## src/mbrip_pkg.sv

```systemverilog
// Shared types, constants and CRC helpers for the inverter poller.
package mbrip_pkg;

  // Sizing defaults
  localparam int PAYLOAD_BYTES_DEF = 64;
  localparam int QUEUE_DEPTH_DEF   = 4;
  localparam int CFG_IDX_W         = 1;

  // Configuration register indexes
  localparam logic [CFG_IDX_W-1:0] CFG_SLAVE_ADDRESS = 1'b0;
  localparam logic [CFG_IDX_W-1:0] CFG_MISS_LIMIT    = 1'b1;

  // Modbus constants
  localparam logic [15:0] CRC_POLY        = 16'hA001;
  localparam logic [15:0] CRC_INIT        = 16'hFFFF;
  localparam logic [7:0]  FUNC_READ_INPUT = 8'h04;
  localparam int          MAIN_START      = 3000;
  localparam int          TEMP_START      = 3042;
  localparam logic [15:0] MAIN_START_M1   = 16'(MAIN_START - 1);
  localparam logic [15:0] TEMP_START_M1   = 16'(TEMP_START - 1);
  localparam logic [15:0] MAIN_COUNT      = 16'd26;
  localparam logic [15:0] TEMP_COUNT      = 16'd1;

  // Result kinds
  localparam logic [1:0] KIND_TX    = 2'd0;
  localparam logic [1:0] KIND_MAIN  = 2'd1;
  localparam logic [1:0] KIND_TEMP  = 2'd2;
  localparam logic [1:0] KIND_NORSP = 2'd3;

  // Job codes carried from front to back
  localparam logic [1:0] JOB_POLL = 2'd0;
  localparam logic [1:0] JOB_MAIN = 2'd1;
  localparam logic [1:0] JOB_TEMP = 2'd2;

  // Payload bytes that ever reach a record, and their slots
  localparam int PICK_COUNT = 18;
  localparam logic [7:0] PICK_POS [PICK_COUNT] = '{
    8'd0,  8'd1,  8'd12, 8'd13, 8'd18, 8'd19, 8'd20, 8'd21, 8'd30,
    8'd31, 8'd44, 8'd45, 8'd46, 8'd47, 8'd48, 8'd49, 8'd50, 8'd51
  };
  localparam int SL_TEMP   = 0;
  localparam int SL_POWER  = 2;
  localparam int SL_ETOTAL = 4;
  localparam int SL_ETODAY = 8;
  localparam int SL_DC1V   = 10;
  localparam int SL_DC1C   = 12;
  localparam int SL_DC2V   = 14;
  localparam int SL_DC2C   = 16;

  typedef logic [PICK_COUNT-1:0][7:0] pick_t;

  typedef struct packed {
    logic [1:0] code;
    logic       miss;      // no-response record goes ahead of the request
    logic       temp_blk;  // request targets the temperature block
    logic [7:0] addr;
    pick_t      pick;
  } job_t;

  typedef struct packed {
    logic valid;
    job_t job;
  } push_t;

  typedef struct packed {
    logic [1:0]  kind;
    logic [7:0]  tx_byte;
    logic        last;
    logic [15:0] active_power;
    logic [15:0] dc1_voltage;
    logic [15:0] dc1_current;
    logic [15:0] dc2_voltage;
    logic [15:0] dc2_current;
    logic [31:0] energy_total;
    logic [15:0] energy_today;
    logic [15:0] temperature;
  } res_t;

  // One byte through the reflected CRC-16
  function automatic logic [15:0] crc_feed(input logic [15:0] c, input logic [7:0] b);
    logic [15:0] r;
    r = c ^ {8'h00, b};
    for (int k = 0; k < 8; k++) begin
      r = r[0] ? ((r >> 1) ^ CRC_POLY) : (r >> 1);
    end
    return r;
  endfunction

  // Request header bytes 0..5
  function automatic logic [7:0] req_byte(input logic [7:0] addr, input logic temp_blk,
                                          input logic [2:0] i);
    logic [15:0] start_m1;
    logic [15:0] count;
    logic [7:0]  b;
    start_m1 = temp_blk ? TEMP_START_M1 : MAIN_START_M1;
    count    = temp_blk ? TEMP_COUNT : MAIN_COUNT;
    case (i)
      3'd0:    b = addr;
      3'd1:    b = FUNC_READ_INPUT;
      3'd2:    b = start_m1[15:8];
      3'd3:    b = start_m1[7:0];
      3'd4:    b = count[15:8];
      3'd5:    b = count[7:0];
      default: b = 8'h00;
    endcase
    return b;
  endfunction

  function automatic logic [15:0] word16(input pick_t p, input int s);
    return {p[s], p[s+1]};
  endfunction

endpackage

```

## src/mbrip_if.sv

```systemverilog
// Valid/ready channel interfaces for input items and results.
interface mbrip_in_if;
  logic       valid;
  logic       ready;
  logic       op;
  logic [7:0] rx_byte;
  logic       after_silence;

  modport source (output valid, op, rx_byte, after_silence, input ready);
  modport sink   (input valid, op, rx_byte, after_silence, output ready);
endinterface

interface mbrip_out_if;
  logic        valid;
  logic        ready;
  logic [1:0]  kind;
  logic [7:0]  tx_byte;
  logic        last;
  logic [15:0] active_power;
  logic [15:0] dc1_voltage;
  logic [15:0] dc1_current;
  logic [15:0] dc2_voltage;
  logic [15:0] dc2_current;
  logic [31:0] energy_total;
  logic [15:0] energy_today;
  logic [15:0] temperature;

  modport source (output valid, kind, tx_byte, last, active_power, dc1_voltage, dc1_current,
                  dc2_voltage, dc2_current, energy_total, energy_today, temperature,
                  input ready);
  modport sink   (input valid, kind, tx_byte, last, active_power, dc1_voltage, dc1_current,
                  dc2_voltage, dc2_current, energy_total, energy_today, temperature,
                  output ready);
endinterface

```

## src/modbus_rtu_inverter_poller.sv

```systemverilog
// Top level of the Modbus RTU read-input-registers poller for one inverter.
//
// Input channel "items": each transfer is a received line byte (op = 0) or a
// poll tick (op = 1). A poll tick yields the 9-byte request frame as tx-byte
// results, preceded by a zero-power no-response record once miss_limit ticks
// pass with no byte in between. A received byte that closes a frame with a
// good CRC yields one main or temperature record.
// Configuration: cfg_we with cfg_index 0 (slave address) or 1 (miss limit).
// Path: with the queue empty, an item's first result passes the job queue
// and then the output register. Throughput: the front takes one item per
// cycle while the queue has room; the back sends one result per cycle while
// results.ready is high, so a poll tick holds the back for 9 or 10 results. The
// job queue (QUEUE_DEPTH entries) absorbs bytes; items.ready falls when it fills.
// A stalled results channel holds its output register and backs up the queue.
// Reset: parser idle, no block requested, miss count zero, captured payload
// zero, registers to address 1 and limit 10, queue empty, no result valid.
module modbus_rtu_inverter_poller
  import mbrip_pkg::*;
#(
  parameter int PAYLOAD_BYTES = PAYLOAD_BYTES_DEF,
  parameter int QUEUE_DEPTH   = QUEUE_DEPTH_DEF
) (
  input  logic                 clk,
  input  logic                 rst,
  input  logic                 cfg_we,
  input  logic [CFG_IDX_W-1:0] cfg_index,
  input  logic [7:0]           cfg_data,
  mbrip_in_if.sink             items,
  mbrip_out_if.source          results
);

  push_t push;
  logic  q_full;
  logic  head_valid;
  job_t  head;
  logic  pop;

  // Parser and poll bookkeeping
  mbrip_front #(
    .PAYLOAD_BYTES (PAYLOAD_BYTES)
  ) u_front (
    .clk       (clk),
    .rst       (rst),
    .cfg_we    (cfg_we),
    .cfg_index (cfg_index),
    .cfg_data  (cfg_data),
    .items     (items),
    .q_full    (q_full),
    .push      (push)
  );

  // Job queue
  mbrip_queue #(
    .DEPTH (QUEUE_DEPTH)
  ) u_queue (
    .clk        (clk),
    .rst        (rst),
    .push       (push),
    .full       (q_full),
    .head_valid (head_valid),
    .head       (head),
    .pop        (pop)
  );

  // Result sequencer
  mbrip_back u_back (
    .clk        (clk),
    .rst        (rst),
    .head_valid (head_valid),
    .head       (head),
    .pop        (pop),
    .results    (results)
  );

`ifndef SYNTHESIS
  // A poll tick always leaves a job waiting
  a_poll_queued: assert property (@(posedge clk) disable iff (rst)
    items.valid && items.ready && items.op |=> head_valid)
    else $error("poll tick did not queue a job");

  // The request follows straight after a no-response record
  a_norsp_then_tx: assert property (@(posedge clk) disable iff (rst)
    results.valid && results.ready && results.kind == KIND_NORSP
    |=> results.valid && results.kind == KIND_TX)
    else $error("no request byte after no-response record");

  // No-response record never closes an item
  a_norsp_not_last: assert property (@(posedge clk) disable iff (rst)
    results.valid && results.kind == KIND_NORSP |-> !results.last)
    else $error("no-response record marked last");

  // Data records are single results
  a_record_last: assert property (@(posedge clk) disable iff (rst)
    results.valid && (results.kind == KIND_MAIN || results.kind == KIND_TEMP)
    |-> results.last)
    else $error("data record not marked last");
`endif

endmodule

```

## src/mbrip_front.sv

```systemverilog
// Front end: config registers, poll bookkeeping and response frame parser.
module mbrip_front
  import mbrip_pkg::*;
#(
  parameter int PAYLOAD_BYTES = PAYLOAD_BYTES_DEF
) (
  input  logic                 clk,
  input  logic                 rst,
  input  logic                 cfg_we,
  input  logic [CFG_IDX_W-1:0] cfg_index,
  input  logic [7:0]           cfg_data,
  mbrip_in_if.sink             items,
  input  logic                 q_full,
  output push_t                push
);

  localparam logic [2:0] PH_IDLE = 3'd0;
  localparam logic [2:0] PH_HEAD = 3'd1;
  localparam logic [2:0] PH_FUNC = 3'd2;
  localparam logic [2:0] PH_LEN  = 3'd3;
  localparam logic [2:0] PH_DATA = 3'd4;
  localparam logic [2:0] PH_CRC1 = 3'd5;
  localparam logic [2:0] PH_CRC2 = 3'd6;

  localparam logic [1:0] BLK_NONE = 2'd0;
  localparam logic [1:0] BLK_MAIN = 2'd1;
  localparam logic [1:0] BLK_TEMP = 2'd2;

  localparam logic [7:0] LEN_LIMIT = 8'(PAYLOAD_BYTES);

  logic [7:0]  slave_address;
  logic [3:0]  miss_limit;
  logic [2:0]  phase, phase_next, phase_eff;
  logic [15:0] crc, crc_next, crc_fed;
  logic [7:0]  plen, plen_next;
  logic [7:0]  pidx, pidx_next, pidx_inc;
  logic [1:0]  block, block_next;
  logic [3:0]  miss_count, miss_count_next, miss_inc;
  pick_t       pick;
  logic        accept, head_match, data_we;

  assign items.ready = !q_full;
  assign accept      = items.valid && !q_full;

  // Silence restarts a frame that is in progress
  assign phase_eff  = (items.after_silence && phase != PH_IDLE) ? PH_HEAD : phase;
  assign head_match = (phase_eff == PH_HEAD) && (items.rx_byte == slave_address);
  assign crc_fed    = crc_feed(head_match ? CRC_INIT : crc, items.rx_byte);
  assign pidx_inc   = pidx + 8'd1;
  assign miss_inc   = miss_count + 4'd1;

  // Next state and job classification
  always_comb begin
    phase_next      = phase;
    crc_next        = crc;
    plen_next       = plen;
    pidx_next       = pidx;
    block_next      = block;
    miss_count_next = miss_count;
    data_we         = 1'b0;
    push.valid         = 1'b0;
    push.job.code      = JOB_POLL;
    push.job.miss      = 1'b0;
    push.job.temp_blk  = (block == BLK_MAIN);
    push.job.addr      = slave_address;
    push.job.pick      = pick;
    if (accept) begin
      if (items.op) begin
        // poll tick: count the miss, toggle the block, send a request
        if (miss_count < miss_limit) begin
          miss_count_next = miss_inc;
          push.job.miss   = (miss_inc >= miss_limit);
        end
        block_next = (block != BLK_MAIN) ? BLK_MAIN : BLK_TEMP;
        phase_next = PH_HEAD;
        push.valid = 1'b1;
      end else begin
        miss_count_next = 4'd0;
        crc_next        = crc_fed;
        unique case (phase_eff)
          PH_HEAD: begin
            if (head_match) phase_next = PH_FUNC;
            else            phase_next = PH_HEAD;
          end
          PH_FUNC: begin
            phase_next = (items.rx_byte == FUNC_READ_INPUT) ? PH_LEN : PH_IDLE;
          end
          PH_LEN: begin
            if (items.rx_byte < LEN_LIMIT) begin
              plen_next  = items.rx_byte;
              pidx_next  = 8'd0;
              phase_next = (items.rx_byte == 8'd0) ? PH_CRC1 : PH_DATA;
            end else begin
              phase_next = PH_IDLE;
            end
          end
          PH_DATA: begin
            data_we   = 1'b1;
            pidx_next = pidx_inc;
            if (pidx_inc >= plen) phase_next = PH_CRC1;
          end
          PH_CRC1: begin
            phase_next = PH_CRC2;
          end
          PH_CRC2: begin
            // good residue hands a record of the last requested block
            if (crc_fed == 16'h0000 && block != BLK_NONE) begin
              push.valid    = 1'b1;
              push.job.code = (block == BLK_MAIN) ? JOB_MAIN : JOB_TEMP;
            end
            phase_next = PH_IDLE;
          end
          default: begin
            phase_next = PH_IDLE;
          end
        endcase
      end
    end
  end

  // Control state and configuration
  always_ff @(posedge clk) begin
    if (rst) begin
      slave_address <= 8'd1;
      miss_limit    <= 4'd10;
      phase         <= PH_IDLE;
      crc           <= CRC_INIT;
      plen          <= 8'd0;
      pidx          <= 8'd0;
      block         <= BLK_NONE;
      miss_count    <= 4'd0;
    end else begin
      phase      <= phase_next;
      crc        <= crc_next;
      plen       <= plen_next;
      pidx       <= pidx_next;
      block      <= block_next;
      miss_count <= miss_count_next;
      if (cfg_we) begin
        case (cfg_index)
          CFG_SLAVE_ADDRESS: slave_address <= cfg_data;
          CFG_MISS_LIMIT:    miss_limit    <= cfg_data[3:0];
          default:           ;
        endcase
      end
    end
  end

  // Captured payload bytes; reset reads as zero
  always_ff @(posedge clk) begin
    if (rst) begin
      pick <= '0;
    end else begin
      for (int k = 0; k < PICK_COUNT; k++) begin
        if (data_we && pidx == PICK_POS[k]) pick[k] <= items.rx_byte;
      end
    end
  end

endmodule

```

## src/mbrip_queue.sv

```systemverilog
// Short job queue between the parser and the result sequencer.
module mbrip_queue
  import mbrip_pkg::*;
#(
  parameter int DEPTH = QUEUE_DEPTH_DEF
) (
  input  logic  clk,
  input  logic  rst,
  input  push_t push,
  output logic  full,
  output logic  head_valid,
  output job_t  head,
  input  logic  pop
);

  localparam int PW = (DEPTH > 1) ? $clog2(DEPTH) : 1;

  job_t          mem [DEPTH];
  logic [PW-1:0] wr_ptr, rd_ptr;
  logic [PW:0]   count;
  logic          do_push, do_pop;

  assign full       = (count == (PW+1)'(DEPTH));
  assign head_valid = (count != '0);
  assign head       = mem[rd_ptr];
  assign do_push    = push.valid && !full;
  assign do_pop     = pop && head_valid;

  // Pointers and fill count
  always_ff @(posedge clk) begin
    if (rst) begin
      wr_ptr <= '0;
      rd_ptr <= '0;
      count  <= '0;
    end else begin
      if (do_push) wr_ptr <= (wr_ptr == PW'(DEPTH - 1)) ? '0 : wr_ptr + PW'(1);
      if (do_pop)  rd_ptr <= (rd_ptr == PW'(DEPTH - 1)) ? '0 : rd_ptr + PW'(1);
      case ({do_push, do_pop})
        2'b10:   count <= count + (PW+1)'(1);
        2'b01:   count <= count - (PW+1)'(1);
        default: count <= count;
      endcase
    end
  end

  // Job storage
  always_ff @(posedge clk) begin
    if (do_push) mem[wr_ptr] <= push.job;
  end

endmodule

```

## src/mbrip_back.sv

```systemverilog
// Back end: expands jobs into result items behind an output register.
module mbrip_back
  import mbrip_pkg::*;
(
  input  logic      clk,
  input  logic      rst,
  input  logic      head_valid,
  input  job_t      head,
  output logic      pop,
  mbrip_out_if.source results
);

  localparam logic [3:0] POS_NORSP  = 4'd0;
  localparam logic [3:0] POS_TX0    = 4'd1;
  localparam logic [3:0] POS_TX1    = 4'd2;
  localparam logic [3:0] POS_TX2    = 4'd3;
  localparam logic [3:0] POS_TX3    = 4'd4;
  localparam logic [3:0] POS_TX4    = 4'd5;
  localparam logic [3:0] POS_TX5    = 4'd6;
  localparam logic [3:0] POS_CRCLO  = 4'd7;
  localparam logic [3:0] POS_CRCHI  = 4'd8;
  localparam logic [3:0] POS_TXLAST = 4'd9;

  logic        ovalid;
  res_t        ores, res_n;
  logic [3:0]  pos, cur_p;
  logic [2:0]  tx_i;
  logic [15:0] crc, crc_fed;
  logic [7:0]  tx_val;
  logic        load, hdr_byte;

  assign load  = head_valid && (!ovalid || results.ready);
  assign cur_p = (pos == POS_NORSP && !head.miss) ? POS_TX0 : pos;
  assign tx_i  = 3'(cur_p - POS_TX0);

  // Request byte for the current position
  always_comb begin
    hdr_byte = 1'b0;
    case (cur_p) inside
      POS_TX0, POS_TX1, POS_TX2, POS_TX3, POS_TX4, POS_TX5: begin
        hdr_byte = 1'b1;
        tx_val   = req_byte(head.addr, head.temp_blk, tx_i);
      end
      POS_CRCLO: tx_val = crc[7:0];
      POS_CRCHI: tx_val = crc[15:8];
      default:   tx_val = 8'h00;
    endcase
  end

  assign crc_fed = crc_feed((cur_p == POS_TX0) ? CRC_INIT : crc, tx_val);

  // Result item and dequeue
  always_comb begin
    res_n = '0;
    pop   = 1'b0;
    unique case (head.code)
      JOB_POLL: begin
        if (cur_p == POS_NORSP) begin
          res_n.kind = KIND_NORSP;
        end else begin
          res_n.kind    = KIND_TX;
          res_n.tx_byte = tx_val;
          res_n.last    = (cur_p == POS_TXLAST);
        end
        pop = load && (cur_p == POS_TXLAST);
      end
      JOB_MAIN: begin
        res_n.kind         = KIND_MAIN;
        res_n.last         = 1'b1;
        res_n.active_power = word16(head.pick, SL_POWER);
        res_n.dc1_voltage  = word16(head.pick, SL_DC1V);
        res_n.dc1_current  = word16(head.pick, SL_DC1C);
        res_n.dc2_voltage  = word16(head.pick, SL_DC2V);
        res_n.dc2_current  = word16(head.pick, SL_DC2C);
        res_n.energy_total = {word16(head.pick, SL_ETOTAL), word16(head.pick, SL_ETOTAL + 2)};
        res_n.energy_today = word16(head.pick, SL_ETODAY);
        pop = load;
      end
      JOB_TEMP: begin
        res_n.kind        = KIND_TEMP;
        res_n.last        = 1'b1;
        res_n.temperature = word16(head.pick, SL_TEMP);
        pop = load;
      end
      default: begin
        pop = load;
      end
    endcase
  end

  // Sequencer position, request CRC and valid flag
  always_ff @(posedge clk) begin
    if (rst) begin
      ovalid <= 1'b0;
      pos    <= POS_NORSP;
      crc    <= CRC_INIT;
    end else begin
      if (load) begin
        ovalid <= 1'b1;
        if (head.code == JOB_POLL) begin
          pos <= (cur_p == POS_TXLAST) ? POS_NORSP : cur_p + 4'd1;
          if (hdr_byte) crc <= crc_fed;
        end
      end else if (results.ready) begin
        ovalid <= 1'b0;
      end
    end
  end

  // Output payload register
  always_ff @(posedge clk) begin
    if (load) ores <= res_n;
  end

  assign results.valid        = ovalid;
  assign results.kind         = ores.kind;
  assign results.tx_byte      = ores.tx_byte;
  assign results.last         = ores.last;
  assign results.active_power = ores.active_power;
  assign results.dc1_voltage  = ores.dc1_voltage;
  assign results.dc1_current  = ores.dc1_current;
  assign results.dc2_voltage  = ores.dc2_voltage;
  assign results.dc2_current  = ores.dc2_current;
  assign results.energy_total = ores.energy_total;
  assign results.energy_today = ores.energy_today;
  assign results.temperature  = ores.temperature;

endmodule
```

## src/flat_wrapper.sv

```systemverilog
// flat-port wrapper written by rule: the top's interface ports become plain ports
module modbus_rtu_inverter_poller_flat import mbrip_pkg::*;
#(
  parameter int PAYLOAD_BYTES = PAYLOAD_BYTES_DEF,
  parameter int QUEUE_DEPTH   = QUEUE_DEPTH_DEF
)
  (clk, rst, cfg_we, cfg_index, cfg_data, items_valid, items_op, items_rx_byte, items_after_silence, items_ready, results_valid, results_kind, results_tx_byte, results_last, results_active_power, results_dc1_voltage, results_dc1_current, results_dc2_voltage, results_dc2_current, results_energy_total, results_energy_today, results_temperature, results_ready);
  mbrip_in_if items_i ();
  mbrip_out_if results_i ();
  input  logic clk;
  input  logic rst;
  input  logic cfg_we;
  input  logic [CFG_IDX_W-1:0] cfg_index;
  input  logic [7:0] cfg_data;
  input wire logic [$bits(items_i.valid)-1:0] items_valid;
  input wire logic [$bits(items_i.op)-1:0] items_op;
  input wire logic [$bits(items_i.rx_byte)-1:0] items_rx_byte;
  input wire logic [$bits(items_i.after_silence)-1:0] items_after_silence;
  output wire logic [$bits(items_i.ready)-1:0] items_ready;
  output wire logic [$bits(results_i.valid)-1:0] results_valid;
  output wire logic [$bits(results_i.kind)-1:0] results_kind;
  output wire logic [$bits(results_i.tx_byte)-1:0] results_tx_byte;
  output wire logic [$bits(results_i.last)-1:0] results_last;
  output wire logic [$bits(results_i.active_power)-1:0] results_active_power;
  output wire logic [$bits(results_i.dc1_voltage)-1:0] results_dc1_voltage;
  output wire logic [$bits(results_i.dc1_current)-1:0] results_dc1_current;
  output wire logic [$bits(results_i.dc2_voltage)-1:0] results_dc2_voltage;
  output wire logic [$bits(results_i.dc2_current)-1:0] results_dc2_current;
  output wire logic [$bits(results_i.energy_total)-1:0] results_energy_total;
  output wire logic [$bits(results_i.energy_today)-1:0] results_energy_today;
  output wire logic [$bits(results_i.temperature)-1:0] results_temperature;
  input wire logic [$bits(results_i.ready)-1:0] results_ready;
  assign items_i.valid = items_valid;
  assign items_i.op = items_op;
  assign items_i.rx_byte = items_rx_byte;
  assign items_i.after_silence = items_after_silence;
  assign items_ready = items_i.ready;
  assign results_valid = results_i.valid;
  assign results_kind = results_i.kind;
  assign results_tx_byte = results_i.tx_byte;
  assign results_last = results_i.last;
  assign results_active_power = results_i.active_power;
  assign results_dc1_voltage = results_i.dc1_voltage;
  assign results_dc1_current = results_i.dc1_current;
  assign results_dc2_voltage = results_i.dc2_voltage;
  assign results_dc2_current = results_i.dc2_current;
  assign results_energy_total = results_i.energy_total;
  assign results_energy_today = results_i.energy_today;
  assign results_temperature = results_i.temperature;
  assign results_i.ready = results_ready;
  modbus_rtu_inverter_poller #(.PAYLOAD_BYTES(PAYLOAD_BYTES), .QUEUE_DEPTH(QUEUE_DEPTH)) u_core (.clk(clk), .rst(rst), .cfg_we(cfg_we), .cfg_index(cfg_index), .cfg_data(cfg_data), .items(items_i), .results(results_i));
endmodule
```

## config.mk

```make
export PLATFORM = sky130hd
export DESIGN_NAME = modbus_rtu_inverter_poller_flat
export DESIGN_NICKNAME = d
export VERILOG_FILES = /design/src/mbrip_pkg.sv /design/src/mbrip_if.sv /design/src/modbus_rtu_inverter_poller.sv /design/src/mbrip_front.sv /design/src/mbrip_queue.sv /design/src/mbrip_back.sv /design/src/flat_wrapper.sv
export SDC_FILE = /design/constraint.sdc
export NUM_CORES = 1
export LEC_CHECK = 0
export ABC_AREA = 1
export BUFFER_PORTS_ARGS = -buffer_cell sky130_fd_sc_hd__buf_2
export CORE_UTILIZATION = 29
export CTS_BUF_LIST = sky130_fd_sc_hd__clkbuf_16
export CTS_CLUSTER_SIZE = 25
export DETAILED_ROUTE_END_ITERATION = 16
export MAX_ROUTING_LAYER = met4
export PLACE_DENSITY = 0.4
export SETUP_SLACK_MARGIN = 0.5
export SLEW_MARGIN = 40
export SYNTH_ARGS = -nofsm -noshare
export SYNTH_HDL_FRONTEND = slang
export SYNTH_SLANG_ARGS = --single-unit
```

## constraint.sdc

```tcl
create_clock -name clk -period 14.45 [get_ports clk]
set_input_delay 2.1675 -clock clk [delete_from_list [all_inputs] [get_ports clk]]
set_output_delay 2.1675 -clock clk [all_outputs]
set_load 0.01 [all_outputs]
```

Word level (Yosys, flattened, before mapping) --
Memories as Yosys holds them, arrays and structs flattened. A register that Yosys moved wholly into a read port is not among the register bits. Index checks and enable logic that the tools add are counted.
Storage, ports and cells: bits in registers 380, RAM bits 624, input bits 24, output and inout bits 157, word-level logic and storage cells 250, memories 1
Cells by class: add/sub/neg operators 8, order comparisons 4, equal/unequal tests 51, mux-type cells 65, bitwise logic cells 21, reduce and logical (&&, ||, !) cells 57
Memory list:
- u_core.u_queue.mem | depth 4, width 156, read ports 1, clocked after Yosys merged registers in 1, wr ports 1, RTL line mbrip_queue.sv:18 | job_t mem [DEPTH];
Operators by type and width (number):
- $mux W16 | 18
- $eq A8 B6 Y1 const B | 8
- $eq A8 B5 Y1 const B | 6
- $not A2 Y3 | 16
- $pmux W8 S6 | 1
- $mux W8 | 4
- $xor A16 B8 Y16 | 2
- $logic_and A1 B1 Y1 | 27
- $mux W2 | 10
- $mux W4 | 5
- $eq A3 B3 Y1 const B | 6
- $mux W3 | 6
- $eq A4 B3 Y1 const B | 4
- $eq A8 B4 Y1 const B | 2
- $logic_not A16 Y1 | 1
- $logic_not A8 Y1 | 2
- $pmux W8 S2 | 1
- $pmux W3 S5 | 1
- $mux W1 | 14
- $reduce_and A2 Y1 | 7
- $eq A3 B2 Y1 const B | 4
- $add A4 B1 Y4 const B | 2
- $add A8 B1 Y8 const B | 1
- $eq A2 B2 Y1 const B | 4
- other kinds (35) | 54

Logic depth before layout (Yosys ltp) --
word-level depth 32, mapped depth 39, gate-level depth less buffers 39

By module --
Synthesis repeated with hierarchy kept, for this count alone.
Unflattened totals: cells, all modules 3467, area total of the unflattened synthesis 39739.4 um2
Modules (own cells, without submodules):
- mbrip_queue | instances 1, cells each 1580, area each 23592.6 um2, sequential area each 18918.1 um2
- mbrip_front | instances 1, cells each 1144, area each 8628.3 um2, sequential area each 3943.8 um2
- mbrip_back | instances 1, cells each 743, area each 7518.5 um2, sequential area each 5074.9 um2

Worst setup path after synthesis --
No wires, ideal clock.
path type input port to flip-flop, start point input port results_ready, end point register u_core.u_back.crc[7], library setup time 122 ps, data arrival time 12433 ps, data required time 14328 ps, path slack 1895 ps, cell stages on the path 8, buffers on the path 1, path through nor2_1 -> a31oi_1 -> nand2_1 -> nor2_1 -> inv_1 -> buf_4 -> a21oi_1 -> o31ai_1
Between the ends: longest elaborated chain between the ends 3
RTL lines:
- from (decl) | RTL line flat_wrapper.sv:32 | input wire logic [$bits(results_i.ready)-1:0] results_ready;
- $logic_or A1 B1 Y1 | RTL line mbrip_back.sv:32 | assign load = head_valid && (!ovalid || results.ready);
- $logic_and A1 B1 Y1 | RTL line mbrip_back.sv:32
- net u_core.u_back.load | RTL line mbrip_back.sv:30 | logic load, hdr_byte;
- $reduce_and A3 Y1 (no source line)
- to (signal assigned) | RTL line mbrip_back.sv:102 | if (hdr_byte) crc <= crc_fed;
- to (decl) | RTL line mbrip_back.sv:28 | logic [15:0] crc, crc_fed;
The timed path passes the listed nets, and every way through them passes these cells. A chain may end at the register's enable or synchronous reset.

Worst setup path in the final report --
start point input port items_rx_byte[0], end point memory u_core.u_queue.mem[1][116] (netlist name) (enable)
Between the ends: longest elaborated chain between the ends 23, elaborated cells on any way between the ends 29, classes of those cells eq/ne (1); mux (15); bitwise (9); reduce/logical (4)
RTL lines:
- from (decl) | RTL line flat_wrapper.sv:17 | input wire logic [$bits(items_i.rx_byte)-1:0] items_rx_byte;
- $eq A8 B8 Y1 | RTL line mbrip_front.sv:47 | assign head_match = (phase_eff == PH_HEAD) && (items.rx_byte == slave_address);
- $logic_and A1 B1 Y1 | RTL line mbrip_front.sv:47
- $mux W16 | RTL line mbrip_front.sv:48 | assign crc_fed = crc_feed(head_match ? CRC_INIT : crc, items.rx_byte);
- $xor A16 B8 Y16 * | RTL line mbrip_pkg.sv:82 | r = c ^ {8'h00, b};
- $not A2 Y3 (no source line) / $mux W16 (equally long branches)
- $mux W16 * (3 in a row) | RTL line mbrip_pkg.sv:84 | r = r[0] ? ((r >> 1) ^ CRC_POLY) : (r >> 1);
- $not A2 Y3 (no source line) / $mux W16 (equally long branches)
- $mux W16 * (5 in a row) | RTL line mbrip_pkg.sv:84
- $logic_not A16 Y1 * | RTL line mbrip_front.sv:107 | if (crc_fed == 16'h0000 && block != BLK_NONE) begin
- $logic_and A1 B1 Y1 * | RTL line mbrip_front.sv:107
- $mux W3 * | RTL line mbrip_front.sv:107
- $mux W3 * | RTL line mbrip_front.sv:80 | unique case (phase_eff)
- $mux W1 * | RTL line mbrip_front.sv:68 | if (items.op) begin
- $mux W4 * | RTL line mbrip_front.sv:67 | if (accept) begin
- $logic_and A1 B1 Y1 * | RTL line mbrip_queue.sv:26 | assign do_push = push.valid && !full;
- $mux W1 * | RTL line mbrip_queue.sv:48 | if (do_push) mem[wr_ptr] <= push.job;
- $mux W1 (not written as such) * | RTL line mbrip_queue.sv:48
- to (decl) | RTL line mbrip_queue.sv:18
Every way passes the cells marked *; elsewhere a longest branch is shown, timed or not.

==> out/results.ini <==
[synthesis]
synthCells = 3461
synth-edff-count = 779
synth_seq_area_share_pct = 70.8
synth_cell_types = 52
synth.ff_latch_count = 1006
synthArstFlopShare_pct = 0
synthDominantCellAreaShare_pct = 59.3
syn_avg_cell_area_um2 = 11.4
synth-warning-count = 0
ys.flop_type = edfxtp_1
synth_area_leaders = edfxtp_1 (59%), dfxtp_1 (12%), nor2_1 (7.0%)
syn_nets = 3519
netlist_area_mm2 = 0.0395
yosysMostFrequentCell = edfxtp_1
synth.largest_area_cell = edfxtp_1
synthTopCellsByCount = edfxtp_1 (779), nor2_1 (740), o21ai_0 (460), a21oi_1 (305), inv_1 (243)

[placement]
io_buffers = 180
pre_cts_ws_ps = 5540
gp_congestion = 0.790
hpwl_um = 64500

[worst_setup_path]
reg2reg_slack_ps = 8020
critPathLaunchType = input port
slowest_delay_ps = 690
crit_top_cell = nand2_1
cp_max_fo = 39
startpoint = items_rx_byte[0]
required_ps = 14790
endpoint_kind = register
arrival_ps = 8410
timing.rr.start = u_core.u_front.slave_address[7]
slowest_stage = buf_4
path_class = input port to register

[sta]
layout_worst_path_cycle_share_pct = 55.8
maxSlewHeadroom_pct = 42.0
drv_slew = 0
min_period_ps = 8070
hold-worst-slack_ps = 449
rsz0062_at_grt = no
worst_slack_ps = 6380
clock.fmax_ghz = 0.124
max_slew.worst_pin.slew_ps = 869
fin_setup_tns_ps = 0
hold_viol = 0
clock_skew_ps = 28.5
setup_viol = 0

[clock_network]
numCtsBuffers = 112
clk_pin_slew_worst_paths_ps = 60
clockBufferDepth = 3
cts_hold_buffers = 0
clock_latency_ps = 730
cts_setup_buffers = 0
clkSinkCount = 1006
cts_tree = built
ctsResizeCount = 0
cts_root_buf = clkbuf_16
h-tree-depth = 3

[global_route]
track_usage_pct = 16.6
top_usage_layer = met2
grt_pass1_vias = 24597
grt_overflow = 0
grt_pass1_wl_um = 166000
grt_antenna_before_repair = 10
grt_use_met2_pct = 25.8
grt_max_degree = 153
use_met3_pct = 2.28
grt_use_met1_pct = 22.6

[floorplan]
dieWidth_um = 371
pin_count = 181
initial_core_util_pct = 29.2
rows = 135
die_y_um = 371
core_mm2 = 0.135
die-area_mm2 = 0.138

[route]
drc = 0
first_pass_iters = 5
avgRoutedWirePerCell_um = 20.2
drt_iter0_drc = 1550
antenna_left = 0
vias = 24948
drt_wl_total_um = 111000
viasPerCell = 4.54

[hold_path]
min_path_type = register to register
min_from = u_core.u_front.plen[6]

[layout]
drive_gt1_share_pct = 12.2
fin_nets = 3668
area_growth_pct = 15.8
fin_util_pct = 33.8

[power]
ir_drop_uv = 152
power.total_mw = 8.22
power_density_mw_per_mm2 = 180
p_leak_nw = 16.5

[run]
drv_cap = 0

[outcome]
status = complete, no violations

[final timing paths]
path | to | depth (start not counted)
max | u_core.u_queue.mem[1][116] | 31
min | u_core.u_front.plen[6] | 2
max reg2reg | u_core.u_queue.mem[1][116] | 28
min reg2reg | u_core.u_front.plen[6] | 2
[placed cells by master (no fill, tap or decap), types with 4 or more instances in the layout]
| master | count |
|---|---|
| a211oi_1 | 55 |
| a21oi_1 | 305 |
| a31oi_1 | 6 |
| buf_2 | 179 |
| buf_4 | 24 |
| buf_6 | 13 |
| clkbuf_16 | 113 |
| clkinv_1 | 24 |
| clkinv_2 | 15 |
| dfxtp_1 | 225 |
| edfxtp_1 | 779 |
| ha_1 | 33 |
| inv_1 | 282 |
| inv_2 | 12 |
| inv_4 | 4 |
| inv_6 | 7 |
| nand2_1 | 203 |
| nand2_2 | 17 |
| nand2_4 | 4 |
| nand3_1 | 57 |
| nand3_2 | 15 |
| nand4_1 | 9 |
| nor2_1 | 740 |
| nor2_4 | 9 |
| nor3_1 | 13 |
| nor3_2 | 4 |
| o211ai_1 | 18 |
| o21ai_0 | 460 |
| o22ai_1 | 6 |
| xnor2_1 | 4 |
| xor2_1 | 18 |
[cell families after synthesis]
logic type / Yosys count / share of synthesized area [%]
DFF: 1006 / 70.8
and+or+nand+nor: 1085 / 11.4
xor gates and xnor gates: 25 / 0.612
AOI/OAI and AO/OA: 866 / 11.6
buffers and inverters: 445 / 4.49
adders and majority gates: 34 / 1.10
[layer usage]
metal | vias to the layer above | part of all wire (%)
met3 | 136 | 3.3
met2 | 423 | 47
met5 | - | 0
li1 | 12322 | -
met4 | 0 | 2.0
met1 | 12067 | 48
[worst max-delay path, delay by kind of cell]
kind            cells  cell delay, ps
simple gates       20            2930
buf+inv             7            2340
xor+xnor            2             500
compound gates      1             120
fa+ha+maj           1             210
[final cells by class]
type	instances	area (um2)
fill	13523	89600
sequential	1006	27900
multi-input combinational	2010	9810
clock buffer	113	2830
tap	1781	2230
timing repair buffer	225	1400
inverter	255	987
clock inverter	99	519
antenna	3	7.51
[where the power goes]
part	leakage, nW	total [mW]	switching [mW]	internal, mW
Sequential	9.27	3.69	0.142	3.55
Combinational	5.42	1.91	1.38	0.531
Clock	1.81	2.62	1.18	1.45
Total	16.5	8.22	2.70	5.52
[metrics by stage]
stage | area, um2 | cells
6_report | 45700 | 5492
5_1_grt | 45700 | 5492
4_1_cts | 45700 | 5487
3_5_place_dp | 42300 | 5275
3_3_place_gp | 42200 | 5271
2_1_floorplan | 39500 | 3461
[sequential cells by signal, summed over array words and instances, names as in the netlist, 3 cells and up, named ones only]
name / cells
u_core.u_back.results.energy_today: 16
u_core.u_front.pidx: 8
u_core.u_front.phase: 3
u_core.u_back.results.temperature: 16
u_core.u_back.results.dc2_current: 16
u_core.u_front.push: 144
u_core.u_back.results.dc2_voltage: 16
u_core.u_front.crc: 16
u_core.u_back.results.tx_byte: 8
u_core.u_back.results.energy_total: 32
u_core.u_front.miss_limit: 4
u_core.u_back.crc: 16
u_core.u_back.results.dc1_voltage: 16
u_core.u_front.miss_count: 4
u_core.u_front.slave_address: 8
u_core.u_back.pos: 4
u_core.u_back.results.active_power: 16
u_core.u_front.plen: 8
u_core.u_back.results.dc1_current: 16
u_core.u_queue.mem: 624
u_core.u_queue.count: 3
Note: power is estimated with default switching activity, not from simulation.
